File: config.mk
export PLATFORM = sky130hd
export DESIGN_NAME = gb3_outq
export DESIGN_NICKNAME = d
export VERILOG_FILES = /design/src/gb3_pkg.sv /design/src/gb3_outq.sv
export VERILOG_INCLUDE_DIRS = /design/src /design/src/src
export SDC_FILE = /design/constraint.sdc
export NUM_CORES = 1
export LEC_CHECK = 0
export ABC_AREA = 1
export BUFFER_PORTS_ARGS = -buffer_cell sky130_fd_sc_hd__buf_2
export CAP_MARGIN = 20
export CORE_UTILIZATION = 55
export DETAILED_ROUTE_END_ITERATION = 12
export GPL_ROUTABILITY_DRIVEN = 1
export PLACE_DENSITY = 0.72
export RECOVER_POWER = 50
export SETUP_SLACK_MARGIN = 0.1
export SLEW_MARGIN = 40
export SYNTH_ARGS = -nofsm -noshare
export SYNTH_HDL_FRONTEND = slang
export SYNTH_SLANG_ARGS = --single-unit
File: constraint.sdc
create_clock -name clk -period 4.4 [get_ports clk]
set_clock_uncertainty 0.1 [all_clocks]
set_input_delay 0.88 -clock clk [delete_from_list [all_inputs] [get_ports clk]]
set_output_delay 0.88 -clock clk [all_outputs]
set_load 0.03 [all_outputs]
File: src/gaussian_blur_3x3_unit_assert.svh
// Assertion macros shared by the blur unit's RTL files.
// Expects signals named clk and rst_n in the module that uses them.
`ifndef GAUSSIAN_BLUR_3X3_UNIT_ASSERT_SVH
`define GAUSSIAN_BLUR_3X3_UNIT_ASSERT_SVH

`ifndef SYNTHESIS

// Check a condition at every clock edge outside reset
`define GB3_CHECK(lbl, cond, msg) \
  lbl: assert property (@(posedge clk) disable iff (!rst_n) (cond)) else $error(msg);

// Check that a condition holds in the cycle after a trigger
`define GB3_CHECK_NEXT(lbl, ante, cons, msg) \
  lbl: assert property (@(posedge clk) disable iff (!rst_n) (ante) |=> (cons)) \
    else $error(msg);

`else

`define GB3_CHECK(lbl, cond, msg)
`define GB3_CHECK_NEXT(lbl, ante, cons, msg)

`endif

`endif

File: src/gb3_pkg.sv
// Shared constants and types for the 3x3 Gaussian blur unit.
// No dependencies; imported by every module of the block.
package gb3_pkg;

  // Default sizes handed to the top-level parameters
  localparam int DEF_MAX_WIDTH    = 2048;
  localparam int DEF_CHANNEL_BITS = 8;

  // Configuration register port
  localparam int CFG_IDX_BITS = 2;
  localparam int CFG_REG_BITS = 12;
  localparam logic [CFG_IDX_BITS-1:0] CFG_IDX_WIDTH  = 2'd0;
  localparam logic [CFG_IDX_BITS-1:0] CFG_IDX_HEIGHT = 2'd1;
  localparam logic [CFG_REG_BITS-1:0] RST_WIDTH  = 12'd640;
  localparam logic [CFG_REG_BITS-1:0] RST_HEIGHT = 12'd480;

  // Result queue depth in entries (each entry holds up to two results)
  localparam int OUTQ_DEPTH = 4;

  // Per-item control travelling from the counter stage to the window stage
  typedef struct packed {
    logic last_col;   // item sits in the last column of its row
    logic first_col;  // item sits in column zero
    logic emit;       // row is past the first, results are due
    logic row_zero;   // first row: line store reads count as zero
    logic fend;       // flush row: trailing result closes the frame
  } ctl_t;

endpackage

File: src/gb3_outq.sv
// Result queue: each entry holds one or two results of one item and is
// drained one result per handshake. Uses gb3_pkg.
`include "gaussian_blur_3x3_unit_assert.svh"
module gb3_outq
  import gb3_pkg::*;
#(
  parameter int RW    = 3 * DEF_CHANNEL_BITS + 2,
  parameter int DEPTH = OUTQ_DEPTH
) (
  input  logic                       clk,
  input  logic                       rst_n,
  input  logic                       push,
  input  logic                       two,
  input  logic [RW-1:0]              res0,
  input  logic [RW-1:0]              res1,
  output logic [$clog2(DEPTH+1)-1:0] level,
  output logic                       out_valid,
  input  logic                       out_ready,
  output logic [RW-1:0]              out_data
);

  localparam int PTRW = $clog2(DEPTH);
  localparam int LVW  = $clog2(DEPTH + 1);
  localparam int EW   = 2 * RW + 1;

  logic [EW-1:0]   mem_r [DEPTH];
  logic [PTRW-1:0] wr_ptr_r, rd_ptr_r;
  logic [LVW-1:0]  level_r;
  logic            half_r;
  logic [EW-1:0]   head;
  logic            head_two;
  logic            pop_res, pop_entry;

  assign head      = mem_r[rd_ptr_r];
  assign head_two  = head[EW-1];
  assign out_valid = (level_r != '0);
  assign out_data  = half_r ? head[2*RW-1:RW] : head[RW-1:0];
  assign pop_res   = out_valid && out_ready;
  assign pop_entry = pop_res && (half_r || !head_two);
  assign level     = level_r;

  // Store the results of one item
  always_ff @(posedge clk) begin
    if (push) begin
      mem_r[wr_ptr_r] <= {two, res1, res0};
    end
  end

  // Advance pointers, level and the half-entry marker
  always_ff @(posedge clk) begin
    if (!rst_n) begin
      wr_ptr_r <= '0;
      rd_ptr_r <= '0;
      level_r  <= '0;
      half_r   <= 1'b0;
    end else begin
      if (push) begin
        wr_ptr_r <= wr_ptr_r + 1'b1;
      end
      if (pop_entry) begin
        rd_ptr_r <= rd_ptr_r + 1'b1;
      end
      level_r <= level_r + LVW'(push) - LVW'(pop_entry);
      if (pop_res) begin
        half_r <= !pop_entry;
      end
    end
  end

  `GB3_CHECK(a_no_overflow, !push || (level_r != LVW'(DEPTH)),
             "result pushed into a full queue")
  `GB3_CHECK(a_half_has_entry, !half_r || ((level_r != '0) && head_two),
             "second-result marker set without a paired entry")

endmodule

==> results.json <==
{
  "ys_seq_elements": 222,
  "synth.cell_area_sq_um": 8836,
  "synth_top_area_share_pct": 72.05,
  "r2r-end": "level[2]",
  "vias_per_cell": 5.684,
  "path_class": "register to output pin",
  "reg2reg_depth": 15,
  "drtIter0Drc": 481,
  "max_cap_viol_count": 0,
  "critPathRequiredTime_ns": 3.42,
  "timing.max_slew.rel_slack_pct": 5.094,
  "cts_buffers": 23,
  "finalHoldViolations": 0,
  "wl_microns": 18240,
  "synth_compound_area_share_pct": 10.18,
  "min_path_cells": 2,
  "crit_arrival_ns": 2.66,
  "yosys.area_share.adder_pct": 0.9346,
  "tns_ns": 0,
  "max_freq_mhz": 274.6,
  "nNetsFinal": 811,
  "regToRegSetupSlack_ns": 1.25,
  "ys_types": 28,
  "ioPinCount": 87,
  "seq_area_frac_synth_pct": 74.31,
  "grt_usage_pct": 22.40,
  "synthSimpleGateAreaFrac_pct": 10.27,
  "end_kind": "output pin",
  "crit_fanout": 56,
  "cts-htree-levels": 1,
  "power.density_nw_per_um2": 553.8,
  "fin_crit_sh_pct": 82.78,
  "ant_nets": 0,
  "grt_pass1_wl_microns": 28190,
  "fin_crit_ns": 3.642,
  "worst_hold_slack_ns": 0.4060,
  "async_reset_ff_share_pct": 0,
  "wl_per_cell_microns": 18.71,
  "finalSetupViolations": 0,
  "drive_gt1_share_pct": 15.60,
  "maxSlewViolCount": 0,
  "clockBufferDepth": 3,
  "min_from": "rd_ptr_r[1]",
  "cp-start-kind": "register",
  "portBuffers": 86,
  "yosysWarningCount": 0,
  "num_vias": 5542,
  "rsz0062_at_grt": "no",
  "die_h_microns": 128.8,
  "gp_congestion": 0.7323,
  "synth_area_per_cell_sq_um": 13.25,
  "status": "finished clean",
  "worst_slew_pin_slew_ns": 1.424,
  "row_count": 45,
  "antenna_found_initial": 0,
  "firstDrtPassIters": 5,
  "dp_hpwl_microns": 9781,
  "synth_cells": 667,
  "vdd_drop_max_mv": 0.4362,
  "die_x_microns": 128.8,
  "synth_top_family_by_area": "simple AND/OR/NAND/NOR gates",
  "muxShareOfSynthArea_pct": 0,
  "core_sq_um": 15430,
  "yosys-top-cells-count": "edfxtp_1 (212), o21ai_0 (96), nand2_1 (93), nor2_1 (81), o22ai_1 (52)",
  "root_buffer": "clkbuf_16",
  "p_leak_uw": 0.003493,
  "cts_hold_buf": 0,
  "yosysMostFrequentCell": "edfxtp_1",
  "post_cts_buffers": 0,
  "grt_max_degree": 107,
  "path_clk_slew_ns": 0.06,
  "ys.flop_type": "edfxtp_1",
  "area_delta_synth_final_pct": 12.89,
  "start_util_pct": 57.27,
  "ctsResizeCount": 0,
  "grt_pass1_vias": 5511,
  "route.detailed.drc": 0,
  "synthXorXnorAreaFrac_pct": 0.09912,
  "clock_sinks": 222,
  "die_area_sq_um": 16580,
  "yosysTopAreaCell": "edfxtp_1",
  "synth_edf_count": 212,
  "clock_latency_ns": 0.49,
  "overflow": 0,
  "worstHoldPathType": "register to register",
  "yosys-top-cells-area": "edfxtp_1 (72%), o21ai_0 (5.4%), nand2_1 (4.0%)",
  "cts_tree": "yes",
  "syn-num-nets": 730
}
-- power by group --
group | internal [uW] | switching [uW] | total (uW)
logic | 321 | 879 | 1200
clock network | 1070 | 746 | 1820
registers | 2430 | 76.0 | 2500
-- flip-flops by register name, indices dropped and copies added (netlist names), named ones only --
name,cells
wr_ptr_r,2
level,3
mem_r,212
half_r,1
rd_ptr_r,2
-- critical path: stages, from the launching register on --
cell	delay (ns)
dfxtp_4	0.73
buf_4	0.55
o21ai_0	0.22
o22ai_1	0.24
nand2_1	0.08
nand2_1	0.11
buf_2	0.20
-- placed cells by master (no fill, tap or decap), drive strengths merged --
master / netlist / final
nand3: 3 / 3
diode: 0 / 1
buf: 36 / 40
o21ai: 108 / 108
dfxtp: 10 / 10
o22ai: 52 / 52
clkinv: 1 / 13
a21oi: 6 / 6
fa: 1 / 1
ha: 5 / 5
nand2: 97 / 97
clkbuf: 3 / 81
nor2: 112 / 112
bufinv: 0 / 2
inv: 20 / 20
edfxtp: 212 / 212
xnor2: 1 / 1
-- how the worst max path moves through the flow --
stage,depth (start not counted),endpoint,startpoint,slack (ns)
final,6,out_data[7],register,0.76
after global routing,6,out_data[3],register,0.62
after CTS,6,out_data[7],register,0.78
after detailed placement,15,level[2],register,1.27
after global placement,15,level[2],register,1.38
after floorplan,2,mem_r[0][0],push,1.94
-- per-layer routing --
metal | vias up | GRT usage, % | share of wire [%]
met1 | 2740 | 29.04 | 42
met5 | - | 0 | 0
met2 | 198 | 38.38 | 50
met3 | 31 | 4.116 | 6.5
li1 | 2573 | - | -
met4 | 0 | 7.474 | 1.7
-- final cells by class --
class	instances	area (sq um)
antenna	1	2.502
clock buffer	26	586.8
clock inverter	14	120.1
fill	1190	5453
inverter	21	92.59
multi-input combinational	385	1898
sequential	222	6571
tap	211	264.0
timing repair buffer	95	439.2
-- cells by family after synthesis --
logic type	after synthesis
buf+inv	60
fa+ha+maj	6
compound gates	166
simple gates	212
xor+xnor	1
flops	222
-- stage by stage --
stage | total power, uW | worst slack (ns) | util (%) | instances | area [sq um]
finish | 5524 | 0.7578 | 64.66 | 975 | 9975
global route | 5759 | 0.6162 | 64.64 | 974 | 9972
floorplan | 3460 | 1.944 | - | 667 | 8836
global placement | 3720 | 1.383 | 60.36 | 933 | 9311
detailed placement | 3751 | 1.266 | 60.39 | 933 | 9316
CTS | 5563 | 0.7819 | 64.97 | 973 | 10020
No activity file was read; power rests on OpenSTA's default activity.
