===== src/gaussian_blur_3x3_unit_assert.svh =====
// Assertion macros shared by the blur unit's RTL files.
// Expects signals named clk and rst_n in the module that uses them.
`ifndef GAUSSIAN_BLUR_3X3_UNIT_ASSERT_SVH
`define GAUSSIAN_BLUR_3X3_UNIT_ASSERT_SVH

`ifndef SYNTHESIS

// Check a condition at every clock edge outside reset
`define GB3_CHECK(lbl, cond, msg) \
  lbl: assert property (@(posedge clk) disable iff (!rst_n) (cond)) else $error(msg);

// Check that a condition holds in the cycle after a trigger
`define GB3_CHECK_NEXT(lbl, ante, cons, msg) \
  lbl: assert property (@(posedge clk) disable iff (!rst_n) (ante) |=> (cons)) \
    else $error(msg);

`else

`define GB3_CHECK(lbl, cond, msg)
`define GB3_CHECK_NEXT(lbl, ante, cons, msg)

`endif

`endif


===== src/gb3_pkg.sv =====
// Shared constants and types for the 3x3 Gaussian blur unit.
// No dependencies; imported by every module of the block.
package gb3_pkg;

  // Default sizes handed to the top-level parameters
  localparam int DEF_MAX_WIDTH    = 2048;
  localparam int DEF_CHANNEL_BITS = 8;

  // Configuration register port
  localparam int CFG_IDX_BITS = 2;
  localparam int CFG_REG_BITS = 12;
  localparam logic [CFG_IDX_BITS-1:0] CFG_IDX_WIDTH  = 2'd0;
  localparam logic [CFG_IDX_BITS-1:0] CFG_IDX_HEIGHT = 2'd1;
  localparam logic [CFG_REG_BITS-1:0] RST_WIDTH  = 12'd640;
  localparam logic [CFG_REG_BITS-1:0] RST_HEIGHT = 12'd480;

  // Result queue depth in entries (each entry holds up to two results)
  localparam int OUTQ_DEPTH = 4;

  // Per-item control travelling from the counter stage to the window stage
  typedef struct packed {
    logic last_col;   // item sits in the last column of its row
    logic first_col;  // item sits in column zero
    logic emit;       // row is past the first, results are due
    logic row_zero;   // first row: line store reads count as zero
    logic fend;       // flush row: trailing result closes the frame
  } ctl_t;

endpackage


===== src/gb3_window.sv =====
// Window stage: merges line store reads with the new pixel, updates the
// 3x3 window and computes up to two blurred results. Uses gb3_pkg.
`include "gaussian_blur_3x3_unit_assert.svh"
module gb3_window
  import gb3_pkg::*;
#(
  parameter int CB = DEF_CHANNEL_BITS
) (
  input  logic              clk,
  input  logic              rst_n,
  input  logic              valid,
  input  ctl_t              ctl,
  input  logic [3*CB-1:0]   pix,
  input  logic [6*CB-1:0]   line_q,
  output logic [6*CB-1:0]   line_d,
  output logic              push,
  output logic              two,
  output logic [3*CB+1:0]   res0,
  output logic [3*CB+1:0]   res1
);

  localparam int PW = 3 * CB;
  localparam int WW = 3 * PW;
  localparam int SW = CB + 4;

  logic [WW-1:0] wl_r, wl_nxt;
  logic [WW-1:0] wc_r;
  logic [WW-1:0] cur;
  logic [PW-1:0] up_px, mid_px;
  logic          emit_a, emit_b;
  logic [PW+1:0] res_a, res_b;

  // Kernel [1 2 1; 2 4 2; 1 2 1] over three columns of three rows, then >> 4
  function automatic logic [PW-1:0] blur(input logic [WW-1:0] lc, input logic [WW-1:0] cc,
                                         input logic [WW-1:0] rc);
    logic [SW-1:0] s;
    logic [PW-1:0] o;
    o = '0;
    for (int ch = 0; ch < 3; ch++) begin
      s = SW'(lc[ch*CB +: CB]) + (SW'(cc[ch*CB +: CB]) << 1) + SW'(rc[ch*CB +: CB])
        + (SW'(lc[PW+ch*CB +: CB]) << 1) + (SW'(cc[PW+ch*CB +: CB]) << 2)
        + (SW'(rc[PW+ch*CB +: CB]) << 1)
        + SW'(lc[2*PW+ch*CB +: CB]) + (SW'(cc[2*PW+ch*CB +: CB]) << 1)
        + SW'(rc[2*PW+ch*CB +: CB]);
      o[ch*CB +: CB] = s[SW-1:4];
    end
    return o;
  endfunction

  // Current column: upper and middle rows from the line store, bottom is the pixel
  assign up_px  = ctl.row_zero ? '0 : line_q[2*PW-1:PW];
  assign mid_px = ctl.row_zero ? '0 : line_q[PW-1:0];
  assign cur    = {pix, mid_px, up_px};
  assign line_d = {mid_px, pix};

  // Shift the window; column zero has no left neighbour
  assign wl_nxt = ctl.first_col ? '0 : wc_r;

  always_ff @(posedge clk) begin
    if (!rst_n) begin
      wl_r <= '0;
      wc_r <= '0;
    end else if (valid) begin
      wl_r <= wl_nxt;
      wc_r <= cur;
    end
  end

  // Result for the previous column, then the right-edge result at row end
  assign emit_a = ctl.emit && !ctl.first_col;
  assign emit_b = ctl.emit && ctl.last_col;
  assign res_a  = {1'b0, !ctl.last_col, blur(wl_r, wc_r, cur)};
  assign res_b  = {ctl.fend, 1'b1, blur(wl_nxt, cur, '0)};

  assign push = valid && (emit_a || emit_b);
  assign two  = emit_a && emit_b;
  assign res0 = emit_a ? res_a : res_b;
  assign res1 = res_b;

  `GB3_CHECK_NEXT(a_col0_left_clear, valid && ctl.first_col, wl_r == '0,
                  "left window column not cleared after column zero")

endmodule


===== config.mk =====
export PLATFORM = sky130hd
export DESIGN_NAME = gb3_window
export DESIGN_NICKNAME = d
export VERILOG_FILES = /design/src/gb3_pkg.sv /design/src/gb3_window.sv
export VERILOG_INCLUDE_DIRS = /design/src /design/src/src
export SDC_FILE = /design/constraint.sdc
export NUM_CORES = 1
export LEC_CHECK = 0
export BUFFER_PORTS_ARGS = -buffer_cell sky130_fd_sc_hd__buf_2
export CAP_MARGIN = 20
export CORE_MARGIN = 2
export CORE_UTILIZATION = 40
export CTS_BUF_LIST = sky130_fd_sc_hd__clkbuf_2 sky130_fd_sc_hd__clkbuf_4 sky130_fd_sc_hd__clkbuf_8
export DETAILED_ROUTE_END_ITERATION = 8
export GPL_ROUTABILITY_DRIVEN = 0
export GPL_TIMING_DRIVEN = 0
export SLEW_MARGIN = 20
export SYNTH_ARGS = -nofsm -noshare
export SYNTH_HDL_FRONTEND = slang
export SYNTH_SLANG_ARGS = --single-unit

===== constraint.sdc =====
create_clock -name clk -period 22.7 [get_ports clk]
set_clock_uncertainty 0.1 [all_clocks]
set_input_delay 4.54 -clock clk [delete_from_list [all_inputs] [get_ports clk]]
set_output_delay 4.54 -clock clk [all_outputs]
set_load 0.01 [all_outputs]

==> impl_metrics.json, run 1 <==
{
  "synthMuxAreaShare": 0.0975,
  "postCtsSetupRepairBufs": 0,
  "ys_types": 44,
  "nNetsFinal": 2132,
  "netlist_area_sq_um": 15000,
  "yosys.area_share.xor_xnor": 0.0298,
  "wl_um": 39800,
  "vias": 10400,
  "timing.fmax_mhz": 66.1,
  "reg2reg_from": "wc_r[18]",
  "drc_errors": 0,
  "synthSimpleGateAreaFrac": 0.141,
  "synth-adder-area-share": 0.384,
  "grt_util_all_layers": 0.213,
  "start_util": 0.408,
  "clockBufferDepth": 2,
  "hold_slack_ns": 0.410,
  "rsz0062_at_grt": "false",
  "netlist_top_cells_area": "fa_1, dfxtp_1, nor2b_1",
  "leakage_nw": 8.29,
  "pin_count": 182,
  "cts_buffers": 17,
  "drt_pre_antenna_iters": 4,
  "cp.arrival_ns": 10.49,
  "slew_viol_final": 0,
  "finalHoldViolCount": 0,
  "first_global_vias": 11100,
  "path_max_fanout": 10,
  "antenna_found_initial": 2,
  "core_sq_um": 36700,
  "cts.clk_slew.worst_paths_ns": 0.09,
  "cts_resized": 0,
  "tightest_slew_ns": 1.11,
  "die-area_sq_um": 39000,
  "drt_iter0_drc": 437,
  "yosysWarningCount": 0,
  "die_y_um": 197,
  "dp_hpwl_um": 33300,
  "setup.worst_path.class": "in2out",
  "r2r-end": "wl_r[18]",
  "relSlewSlack": 0.258,
  "cts_hold_buf": 0,
  "timing.final.crit_share": 0.667,
  "postSynth.asyncResetShare": 0,
  "clock-sinks": 144,
  "syn_area_per_cell_sq_um": 9.76,
  "synth_top_family_by_area": "adder cells",
  "rrSetupSlack_ns": 21.50,
  "p_per_area_nw_per_um2": 62.7,
  "yosysTopAreaCell": "fa_1",
  "cts_tree": "built",
  "syn-num-nets": 1936,
  "setup_tns_ns": 0,
  "vdd_drop_max_mv": 0.0363,
  "reg2reg_depth": 3,
  "power_mw": 1.06,
  "maxCapViolCount": 0,
  "htree_levels": 4,
  "synth_edf_count": 0,
  "placed_area_sq_um": 16400,
  "layout_common_cells": "inv_1, fa_1, nor2b_1",
  "synth-compound-area-share": 0.0486,
  "ant_nets": 0,
  "drive_gt1_frac": 0.146,
  "fin_area_sq_um": 16900,
  "cp.required_ns": 18.06,
  "layout_commonest_cell": "inv_1",
  "area_growth_pct": 12.8,
  "ys_ff_latch": 144,
  "via_per_inst": 4.72,
  "wire_per_inst_um": 18.0,
  "status": "finished clean",
  "grt_first_pass_wirelength_um": 62400,
  "startpoint": "ctl[3]",
  "clkLatencyLatePin_ns": 0.46,
  "die_w_um": 197,
  "synth_ff_type": "dfxtp_1",
  "min_path_cells": 2,
  "nFillCells": 3529,
  "rows": 70,
  "worstSetupStartpointType": "input pin",
  "overflow": 0,
  "root_buffer": "clkbuf_8",
  "seq_area_frac_synth": 0.193,
  "setup-violations-final": 0,
  "period_minus_slack_ns": 15.13,
  "hold_path.class": "reg2reg",
  "port_buffers": 177,
  "grt_max_degree": 17,
  "cp-end-kind": "output pin",
  "synthCells": 1534,
  "crit_end": "res0[15]",
  "synth_top_area_share": 0.308
}
[critical path, cell delays in order]
cell	delay (ns)
buf_2	0.19
clkbuf_1	0.48
clkbuf_1	0.56
nand2b_1	0.22
fa_1	0.41
inv_1	0.06
ha_1	0.17
inv_1	0.07
fa_1	0.46
nor2b_1	0.13
o21ai_0	0.13
a21boi_0	0.39
o21ai_0	0.18
nand2_1	0.12
xnor2_1	0.08
fa_1	0.48
inv_1	0.04
ha_1	0.27
ha_1	0.35
nand2_1	0.06
o21ai_0	0.15
a41oi_1	0.09
o21bai_1	0.21
xor2_1	0.30
mux2_2	0.22
buf_2	0.13
[flip-flops by register name, summed over array words and instances (netlist names)]
signal  flops
wc_r       72
wl_r       72
[routing by layer]
metal	track usage	up-vias	routed length (um)
met1	0.277	5144	17900
met2	0.373	189	19800
met5	0	-	0
met3	0.0323	42	1520
li1	-	5064	-
met4	0.0512	0	617
[report_power, final]
part | switching (mW) | total (mW) | internal (mW)
registers | 0.00752 | 0.268 | 0.260
logic | 0.318 | 0.561 | 0.243
clock network | 0.114 | 0.230 | 0.117
total | 0.439 | 1.06 | 0.620
[cell type report]
class / instances / area [sq um] / share of cell area
Clock inverter: 13 / 175 / 0.0104
Clock buffer: 19 / 262 / 0.0155
Buffer: 76 / 394 / 0.0233
Timing Repair Buffer: 177 / 886 / 0.0525
Sequential cell: 144 / 2880 / 0.171
Tap cell: 468 / 586 / 0.0347
Inverter: 316 / 1190 / 0.0702
Multi-Input combinational cell: 998 / 10500 / 0.622
Antenna cell: 2 / 5.00 / 0.000296
[worst min path at each step]
stage / start / endpoint
2_1_floorplan: wl_r[8] / wl_r[8]
3_3_place_gp: wl_r[8] / wl_r[8]
3_5_place_dp: wl_r[8] / wl_r[8]
4_1_cts: wl_r[8] / wl_r[8]
5_1_grt: wl_r[8] / wl_r[8]
6_report: wl_r[8] / wl_r[8]
[cell families (layout without fill, tap and decap cells)]
kind of cell | Yosys count | in the layout
other cells | 1 | 3
fa+ha+maj | 322 | 322
compound gates | 114 | 114
xor+xnor | 51 | 51
mux | 145 | 145
buf+inv | 392 | 601
flops | 144 | 144
simple gates | 365 | 365
[metrics by stage]
step / setup slack, ns / utilization / std cells
finish: 7.57 / 0.460 / 2213
global placement: 7.59 / 0.448 / 2179
global route: 7.03 / 0.460 / 2211
CTS: 7.54 / 0.460 / 2211
detailed placement: 7.56 / 0.448 / 2179
floorplan: 9.03 / - / 1534
[synth_stat cells, drive strengths merged, types with 9 or more instances]
cell type  instances
a21o              15
o21ai             29
ha                92
inv              316
xor2              15
mux2i            138
dfxtp            144
a21boi             9
clkbuf            35
fa               230
a21oi             29
nor2              30
buf               41
nor2b            224
nand2             35
and2              22
nand2b            31
xnor2             36
(Power assumes the default switching activity.)
==> run 2, diff against run 1 <==
--- a/config.mk
+++ b/config.mk
@@ -6,6 +6,7 @@
 export SDC_FILE = /design/constraint.sdc
 export NUM_CORES = 1
 export LEC_CHECK = 0
+export ABC_AREA = 1
 export BUFFER_PORTS_ARGS = -buffer_cell sky130_fd_sc_hd__buf_2
 export CAP_MARGIN = 20
 export CORE_MARGIN = 2
==> constraint.sdc (replaced) <==
create_clock -name clk -period 13.86 [get_ports clk]
set_clock_uncertainty 0.1 [all_clocks]
set_input_delay 2.772 -clock clk [delete_from_list [all_inputs] [get_ports clk]]
set_output_delay 2.772 -clock clk [all_outputs]
set_load 0.01 [all_outputs]
==> run 2 against run 1 <==
Register-to-register slack got worse by 8.6 ns. Combinational power grew to 2.8 times the previous value. Non-clock buffer count rose by 15. Global-route usage increased by 2.4 points. Power up 120%. Sequential power is 72% higher. Sequential cell count unchanged. Die area shrank 1.5%. Largest cell class unchanged.
==> impl_metrics.json, run 2 <==
{
  "status": "finished clean",
  "cts_resized": 0,
  "cp.arrival_ns": 8.03,
  "finalHoldViolCount": 0,
  "post-synth-top-count-cell": "inv_1",
  "slowest_delay_ns": 0.62,
  "die-area_sq_um": 38400,
  "vdd_drop_max_mv": 0.0603,
  "yosysTopAreaCell": "fa_1",
  "critPathTopFamily": "adder cells",
  "clkLatencyLatePin_ns": 0.45,
  "cp-end-kind": "output pin",
  "path_max_fanout": 10,
  "rows": 70,
  "synth_top_area_share": 0.312,
  "setup.worst_path.class": "in2out",
  "relSlewSlack": 0.310,
  "cp_slowest_cell": "clkbuf_1",
  "pin_count": 182,
  "cp.required_ns": 10.99,
  "synth_common_cells": "inv_1, nand2_1, fa_1, a21oi_1, o21ai_0",
  "reg.largest.list": "wc_r x72, wl_r x72",
  "antenna_found_initial": 0,
  "vias": 12400,
  "hold_path.class": "reg2reg",
  "clock-sinks": 144,
  "syn-num-nets": 2222,
  "overflow": 0,
  "first_global_vias": 12700,
  "diodes": 0,
  "yosysWarningCount": 0,
  "syn_area_per_cell_sq_um": 8.10,
  "grt_first_pass_wirelength_um": 69100,
  "setup-violations-final": 0,
  "fin_area_sq_um": 16600,
  "timing.final.crit_share": 0.786,
  "wl_um": 44400,
  "drive_gt1_frac": 0.134,
  "slew_viol_final": 0,
  "cts_hold_buf": 0,
  "htree_levels": 4,
  "layout_common_cells": "inv_1, nand2_1, fa_1",
  "netlist_top_cells_area": "fa_1, dfxtp_1, inv_1",
  "die_w_um": 196,
  "layout_commonest_cell": "inv_1",
  "worstSetupStartpointType": "input pin",
  "postSynth.asyncResetShare": 0,
  "root_buffer": "clkbuf_8",
  "cts_tree": "built",
  "period_minus_slack_ns": 10.90,
  "synth_ff_type": "dfxtp_1",
  "rsz0062_at_grt": "false",
  "pre_cts_ws_ns": 3.01,
  "ys_ff_latch": 144,
  "cts.clk_slew.worst_paths_ns": 0.09,
  "cts_buffers": 17,
  "synthCells": 1820,
  "finalWorstSetupSlack_ns": 2.96,
  "netlist_area_sq_um": 14700,
  "wire_per_inst_um": 17.8,
  "path_buf_inv": 8,
  "grt_util_all_layers": 0.237,
  "core_sq_um": 36400,
  "dp_hpwl_um": 37400,
  "ys_types": 30,
  "maxCapViolCount": 0,
  "drt_iter0_drc": 847,
  "port_buffers": 178,
  "p_per_area_nw_per_um2": 143,
  "leakage_nw": 9.07,
  "clockBufferDepth": 2,
  "start_util": 0.405,
  "synth_edf_count": 0,
  "grt_max_degree": 17,
  "drc_errors": 0,
  "nFillCells": 3682,
  "nNetsFinal": 2419,
  "tightest_slew_ns": 1.04,
  "ant_nets": 0,
  "seq_area_frac_synth": 0.196,
  "area_growth_pct": 12.7,
  "drt_pre_antenna_iters": 5,
  "timing.fmax_mhz": 91.8,
  "via_per_inst": 4.96,
  "postCtsSetupRepairBufs": 0,
  "die_y_um": 196,
  "setup_tns_ns": 0,
  "placed_area_sq_um": 16200
}
-- run 2: cell count changes after synthesis, sizes merged, moves of 138 or more --
cell,change
nand2,+232
mux2i,-138
a21oi,+151
inv,+166
o21ai,+145
nor2b,-224
-- run 2: power breakdown --
group	leakage [nW]	switching [mW]	internal, mW
Combinational	7.69	0.951	0.620
Clock	0.193	0.182	0.167
Sequential	1.19	0.0219	0.439
-- run 2: kinds of logic after synthesis --
logic type               count (synthesis)  synth area share
XOR/XNOR                                34            0.0212
flip-flops                             144             0.196
adder cells (fa/ha/maj)                322             0.390
other                                    1          0.000254
AND/OR/NAND/NOR                        367             0.104
buffers and inverters                  572             0.155
AO/OA/AOI/OAI                          380             0.134
-- run 2: final cells by class --
type | instances | area [sq um] | area share
well taps | 468 | 586 | 0.0352
flip-flops and latches | 144 | 2880 | 0.173
plain buffers | 90 | 473 | 0.0285
clock inverters | 14 | 153 | 0.00918
inverters | 482 | 1810 | 0.109
repair buffers | 178 | 891 | 0.0536
clock buffers | 18 | 248 | 0.0149
multi-input cells | 1104 | 9580 | 0.576
-- run 2: worst paths after layout --
check	start	end	slack, ns	cells past startpoint
setup / recovery	ctl[1]	res0[15]	2.96	27
hold / removal	wc_r[64]	wl_r[64]	0.40	2
setup reg to reg	wc_r[15]	wl_r[15]	12.94	2
hold reg to reg	wc_r[64]	wl_r[64]	0.40	2
-- run 2: worst register-to-register path: stages (launching register included) --
cell and delay, ns:
dfxtp_1 0.41, nand2_1 0.18, a21oi_1 0.18
-- run 2: per-stage QoR --
step	hold slack [ns]	power (mW)	instances	util
2_1_floorplan	0.364	1.59	1820	-
3_3_place_gp	0.390	2.01	2466	0.445
3_5_place_dp	0.386	2.05	2466	0.445
4_1_cts	0.400	2.39	2498	0.456
5_1_grt	0.423	2.63	2498	0.456
6_report	0.398	2.38	2498	0.456
-- run 2: routing by layer --
layer  track usage  share of wire
met1         0.306           0.42
met2         0.399           0.47
met3        0.0368          0.067
met4        0.0974          0.042
met5             0              0
